File: src/hdl/edws_pkg.sv
`default_nettype none
// ---------------------------------------------------------------------------
// edws_pkg
// Shared constants, codes and controller/datapath bundles for the edit
// distance block.
// ---------------------------------------------------------------------------
package edws_pkg;

   // default maximum string length
   localparam int MAX_LEN_DEF = 64;

   // script limits
   localparam int MAX_OUT   = 64;
   localparam int OUT_DEPTH = MAX_OUT + 1;
   localparam int OUT_AW    = $clog2(OUT_DEPTH);

   // stream widths
   localparam int CHAR_W  = 8;
   localparam int OP_W    = 2;
   localparam int KIND_W  = 2;
   localparam int DIST_W  = 7;
   localparam int POS_W   = 6;
   localparam int RSP_DW  = 32;

   // request opcodes
   localparam logic [OP_W-1:0] OP_KEY   = 2'd0;
   localparam logic [OP_W-1:0] OP_CAND  = 2'd1;
   localparam logic [OP_W-1:0] OP_COMP  = 2'd2;
   localparam logic [OP_W-1:0] OP_CLEAR = 2'd3;

   // edit kinds (also the direction codes)
   localparam logic [KIND_W-1:0] K_INS  = 2'd0;
   localparam logic [KIND_W-1:0] K_DEL  = 2'd1;
   localparam logic [KIND_W-1:0] K_SUB  = 2'd2;
   localparam logic [KIND_W-1:0] K_NONE = 2'd3;

   // one stored edit
   typedef struct packed {
      logic [POS_W-1:0]  pos;
      logic [CHAR_W-1:0] cc;
      logic [CHAR_W-1:0] kc;
      logic [KIND_W-1:0] kind;
   } edit_rec_type;

   localparam int EDIT_W = $bits(edit_rec_type);

   // controller to datapath commands
   typedef struct packed {
      logic acc_key;
      logic acc_cand;
      logic acc_clr;
      logic start;
      logic init_wr;
      logic row_start;
      logic cell_rd;
      logic cell_wr;
      logic row_end;
      logic dist_rd;
      logic dist_cap;
      logic tb_rd;
      logic tb_ev;
      logic emit_rd;
      logic emit_ld;
      logic emit_next;
      logic finish;
   } cmd_type;

   // datapath to controller status
   typedef struct packed {
      logic j_eq_lc;
      logic i_eq_lk;
      logic lc_zero;
      logic lk_zero;
      logic tb_done;
      logic out_free;
      logic emit_last;
   } sts_type;

endpackage
`default_nettype wire

File: src/hdl/edws_ctrl.sv
`default_nettype none
// ---------------------------------------------------------------------------
// edws_ctrl
// Sequencer: loads characters, walks the table fill, the traceback and the
// script emission by issuing commands to the datapath.
// ---------------------------------------------------------------------------
module edws_ctrl (
   input  wire logic                          clock,
   input  wire logic                          reset,
   input  wire logic                          req_tvalid,
   output logic                               req_tready,
   input  wire logic [edws_pkg::OP_W-1:0]     req_tuser,
   input  wire edws_pkg::sts_type             sts,
   output edws_pkg::cmd_type                  cmd
);

   localparam logic [3:0] S_IDLE      = 4'd0;
   localparam logic [3:0] S_INIT      = 4'd1;
   localparam logic [3:0] S_ROW_START = 4'd2;
   localparam logic [3:0] S_CELL_RD   = 4'd3;
   localparam logic [3:0] S_CELL_WR   = 4'd4;
   localparam logic [3:0] S_ROW_END   = 4'd5;
   localparam logic [3:0] S_DIST      = 4'd6;
   localparam logic [3:0] S_DCAP      = 4'd7;
   localparam logic [3:0] S_TB_RD     = 4'd8;
   localparam logic [3:0] S_TB_EV     = 4'd9;
   localparam logic [3:0] S_EMIT_RD   = 4'd10;
   localparam logic [3:0] S_EMIT_LD   = 4'd11;

   logic [3:0] state_ff;
   logic [3:0] state_in;

   assign req_tready = (state_ff == S_IDLE);

   // next state and commands
   always_comb begin
      state_in = state_ff;
      cmd      = '0;
      case (state_ff)
         S_IDLE: begin
            if (req_tvalid) begin
               case (req_tuser)
                  edws_pkg::OP_KEY:   cmd.acc_key  = 1'b1;
                  edws_pkg::OP_CAND:  cmd.acc_cand = 1'b1;
                  edws_pkg::OP_CLEAR: cmd.acc_clr  = 1'b1;
                  edws_pkg::OP_COMP: begin
                     cmd.start = 1'b1;
                     state_in  = S_INIT;
                  end
                  default: ;
               endcase
            end
         end
         S_INIT: begin
            cmd.init_wr = 1'b1;
            if (sts.j_eq_lc) begin
               state_in = sts.lk_zero ? S_DIST : S_ROW_START;
            end
         end
         S_ROW_START: begin
            cmd.row_start = 1'b1;
            state_in = sts.lc_zero ? S_ROW_END : S_CELL_RD;
         end
         S_CELL_RD: begin
            cmd.cell_rd = 1'b1;
            state_in = S_CELL_WR;
         end
         S_CELL_WR: begin
            cmd.cell_wr = 1'b1;
            state_in = sts.j_eq_lc ? S_ROW_END : S_CELL_RD;
         end
         S_ROW_END: begin
            cmd.row_end = 1'b1;
            state_in = sts.i_eq_lk ? S_DIST : S_ROW_START;
         end
         S_DIST: begin
            cmd.dist_rd = 1'b1;
            state_in = S_DCAP;
         end
         S_DCAP: begin
            cmd.dist_cap = 1'b1;
            state_in = S_TB_RD;
         end
         S_TB_RD: begin
            if (sts.tb_done) begin
               state_in = S_EMIT_RD;
            end else begin
               cmd.tb_rd = 1'b1;
               state_in = S_TB_EV;
            end
         end
         S_TB_EV: begin
            cmd.tb_ev = 1'b1;
            state_in = S_TB_RD;
         end
         S_EMIT_RD: begin
            cmd.emit_rd = 1'b1;
            state_in = S_EMIT_LD;
         end
         // load the result register once it is free
         S_EMIT_LD: begin
            if (sts.out_free) begin
               cmd.emit_ld = 1'b1;
               if (sts.emit_last) begin
                  cmd.finish = 1'b1;
                  state_in = S_IDLE;
               end else begin
                  cmd.emit_next = 1'b1;
                  state_in = S_EMIT_RD;
               end
            end
         end
         default: state_in = S_IDLE;
      endcase
   end

   // state register
   always_ff @(posedge clock) begin
      if (reset) begin
         state_ff <= S_IDLE;
      end else begin
         state_ff <= state_in;
      end
   end

endmodule
`default_nettype wire

File: config.mk
export PLATFORM = sky130hd
export DESIGN_NAME = edws_ctrl
export DESIGN_NICKNAME = d
export VERILOG_FILES = /design/src/hdl/edws_pkg.sv /design/src/hdl/edws_ctrl.sv
export SDC_FILE = /design/constraint.sdc
export NUM_CORES = 1
export LEC_CHECK = 0
export ABC_AREA = 1
export BUFFER_PORTS_ARGS = -buffer_cell sky130_fd_sc_hd__buf_2
export CAP_MARGIN = 20
export CORE_AREA = 8 8 45 47
export CTS_CLUSTER_DIAMETER = 60
export CTS_CLUSTER_SIZE = 28
export DETAILED_ROUTE_END_ITERATION = 10
export DIE_AREA = 0 0 53 55
export PLACE_DENSITY = 0.72
export SETUP_SLACK_MARGIN = 0.15
export SLEW_MARGIN = 15
export SYNTH_ARGS = -nofsm -noshare
export SYNTH_HDL_FRONTEND = slang
export SYNTH_SLANG_ARGS = --single-unit
File: constraint.sdc
create_clock -name clock -period 2.2 [get_ports clock]
set_input_delay 0.33 -clock clock [delete_from_list [all_inputs] [get_ports clock]]
set_output_delay 0.33 -clock clock [all_outputs]
set_load 0.05 [all_outputs]
==> flow_results.org <==
** Run status
- Result of the run :: completed

** Finish
- Of the cells placed in the final design, the portion with a size suffix greater than 1 is 36.1%.
- Registers with the highest flip-flop counts :: state_ff (4)
- The final layout contains 136 nets.
- With fillers left out, the area of the finished cells amounts to 656 um^2.
- Compared with the post-synthesis result, the final layout area differs by 43.6%.
- Leading cell type in the layout, fill and taps excluded :: buf_2
- Number of flip-flops under the largest register name :: 4
- Counting flops per register, the top entry is state_ff.
- In the layout the commonest cells are 29 x buf_2, 24 x nand2_1, 18 x nor2_1.
- The filler cells instantiated in the layout total 156.
- Final antenna diode count :: 0

** Pwr
- The completed layout was analyzed and its total power is 0.000324 W.
- Across the VDD grid, the largest voltage drop is 0.303 mV.
- Summed over all cells, the static leakage comes to 0.438 nW.
- Power spread over the standard cell area amounts to 495 mW/mm^2.

** STA
- Final critical delay including setup and external delays :: 1.84 ns
- Final number of setup-violating endpoints :: 0
- Total negative slack :: 0 ns
- RSZ-0062 raised after global routing :: no
- Final Cycle Share :: 83.4%
- The clock arrives with 0.000384 ns of skew.
- Tightest hold margin :: 0.310 ns
- The final number of max-transition violations came to 0.
- Slew Limit Headroom :: 81.0%
- Worst path setup slack after routing :: 0.364 ns
- At the pin with the least slew margin, the transition time is 0.284 ns.
- Based on the critical path, the design can be clocked at up to 0.545 GHz.
- The number of endpoints with negative hold slack in the final report is 0.

** Worst setup path
- STA classifies the critical path startpoint as a flip-flop.
- At the worst endpoint, the arrival time is 1.51 ns.
- On the worst path, the slowest cell contributes a delay of 0.33 ns.
- By startpoint and endpoint, the worst setup path is classified as flip-flop to primary output.
- Required time at the worst-slack endpoint :: 1.87 ns
- The slowest stage of the critical path is the dfxtp_1 cell.
- Traced cell by cell, the critical path runs through nor2_1 > nand2_2 > inv_2 > nand2_1 > nor3_2 > buf_2.
- The cell family contributing the most delay on the critical path is simple AND/OR/NAND/NOR gates.
- Endpoint kind of the worst setup timing path :: primary output
- Critical path buffer and inverter count :: 2
- Crit Path Max Fanout :: 5

** Logic synthesis
- Post-synthesis share of cell area spent on and, or, nand and nor gates :: 59.2%
- In the synthesized netlist, mux cells make up 0% of the area.
- Counting distinct cell types in the post-synthesis netlist gives 16.
- Post-synthesis share of cell area spent on full adders, half adders and majority gates :: 0%
- Synth Area in XOR/XNOR :: 0%
- Sequential element share of the synthesized area :: 17.5%
- Proportion of synthesized flip-flops having asynchronous set or reset :: 0%
- The mapped netlist covers 457 um^2.
- In the synthesized netlist the dominant register cell turns out to be dfxtp_1.
- Synth Area per Inst :: 5.07 um^2
- Synthesis handed over a netlist of 90 instances.
- Post-synthesis compound-gate area fraction :: 7.67%
- Synthesized Nets :: 102
- Combinational family with the most area after synthesis :: simple AND/OR/NAND/NOR gates
- Synthesized flop and latch total :: 4
- Number of warnings reported in the yosys synthesis log :: 0
- Post-synth EDFFs :: 0

** Floorplanning
- Ports :: 30
- Starting utilization of the core area :: 33.0%
- Vert. Die Dim :: 55 um
- In this run the horizontal extent of the chip is 53 um.
- The core region is 0.00138 mm^2.
- After floorplanning, the core was divided into 14 placement rows.
- The die covers 0.00292 mm^2.

** Clock network
- Post-CTS Hold Buffers :: 0
- Number of clock sinks :: 4
- For the worst-skew pair, the clock arrives at the later sink with an insertion delay of 0.23 ns.
- The cell sitting at the root of the clock tree is a clkbuf_4.
- # resized after CTS :: 0
- Buffers inserted during clock tree synthesis total 3.
- Clk buf depth :: 2
- # H-tree levels :: 1
- CTS tree :: yes
- Clock edge transition at the registers on the reported setup and hold paths :: 0.04 ns
- Buffers inserted by post-CTS timing repair :: 0

** Routing
- Post-DR vias/cell :: 4.57
- In the routed design, unresolved DRC markers number 0.
- The final route contains 630 vias.
- Routed Antenna Nets :: 0
- The first detailed-routing pass ran for 4 iterations.
- Average routed wire per standard cell :: 10.5 um
- Starting DRC count in detailed routing :: 13
- Total Routed Length :: 1.45 mm

** Global route
- The via count of the first global-routing pass came to 603.
- Global routing used 10.0% of the available tracks.
- Pin count of the biggest net entering global routing :: 8
- The first global-routing pass estimated 2.27 mm of wire.
- Summed over all layers, the global routing overflow is 0.
- The number of antenna violations at the first check in global routing is 0.

** Placed design
- At the end of routability-driven placement, the weighted congestion stood at 0.907.
- Detailed placer's ending HPWL :: 1.25 mm
- Standard cell area after detailed placement :: 633 um^2
- Dpl ws :: 0.607 ns
- In this run the tool buffered the top-level ports with 29 buffer cells.

** Hold path
- The path class of the tightest hold or removal check is input port to flip-flop.

** Flow run
- Max-capacitance violation count :: 0
==> per-layer routing <==
metal  track usage, %  up-vias  part of all wire, %
met1             9.83      266                   41
li1                 -      342                    -
met2             19.1       18                   52
met3             1.87        4                  4.3
met5                0        -                    0
met4             6.03        0                  1.8
==> layout make-up <==
| cell class | count | area, um^2 | area share (%) |
|---|---|---|---|
| multi-input combinational | 67 | 317 | 48.3 |
| inverter | 19 | 71.3 | 10.9 |
| timing repair buffer | 29 | 145 | 22.1 |
| sequential | 4 | 80.1 | 12.2 |
| clock buffer | 3 | 22.5 | 3.44 |
| tap | 16 | 20.0 | 3.05 |
==> synthesized netlist by cell type (2+ instances only) <==
| library cell | number | area (um^2) |
|---|---|---|
| a21oi_1 | 3 | 15.0 |
| nand3b_1 | 2 | 15.0 |
| inv_2 | 4 | 15.0 |
| dfxtp_1 | 4 | 80.1 |
| inv_1 | 15 | 56.3 |
| nand2_2 | 3 | 18.8 |
| nor2_1 | 18 | 67.6 |
| o21ai_0 | 2 | 10.0 |
| nand3_1 | 6 | 30.0 |
| o21ai_1 | 2 | 10.0 |
| nand2_1 | 24 | 90.1 |
| nor3_1 | 3 | 15.0 |
==> power breakdown <==
part           switching, W  internal [W]  total (W)
combinational      0.000110     0.0000402   0.000151
clock             0.0000292     0.0000610  0.0000902
sequential       0.00000610     0.0000776  0.0000837
==> through the flow <==
stage          instances  utilization [%]
2_1_floorplan         90                -
3_3_place_gp         135             45.8
3_5_place_dp         135             45.8
4_1_cts              138             47.4
5_1_grt              138             47.4
6_report             138             47.4
==> worst paths after layout <==
check	from	end	slack, ns	cells past startpoint
worst min register to register	state_ff[3]$_SDFFE_PP0P_	state_ff[0]$_SDFFE_PP0P_	0.70	3
worst min-delay path	reset	state_ff[2]$_SDFFE_PP0P_	0.31	2
worst max-delay path	state_ff[1]$_SDFFE_PP0P_	cmd[15]	0.36	6
worst max register to register	state_ff[1]$_SDFFE_PP0P_	state_ff[3]$_SDFFE_PP0P_	0.95	8
==> cell families after synthesis <==
logic type | after synthesis
and+or+nand+nor | 60
AOI/OAI and AO/OA | 7
DFF | 4
buffers and inverters | 19
No activity file was read; power rests on OpenSTA's default activity.
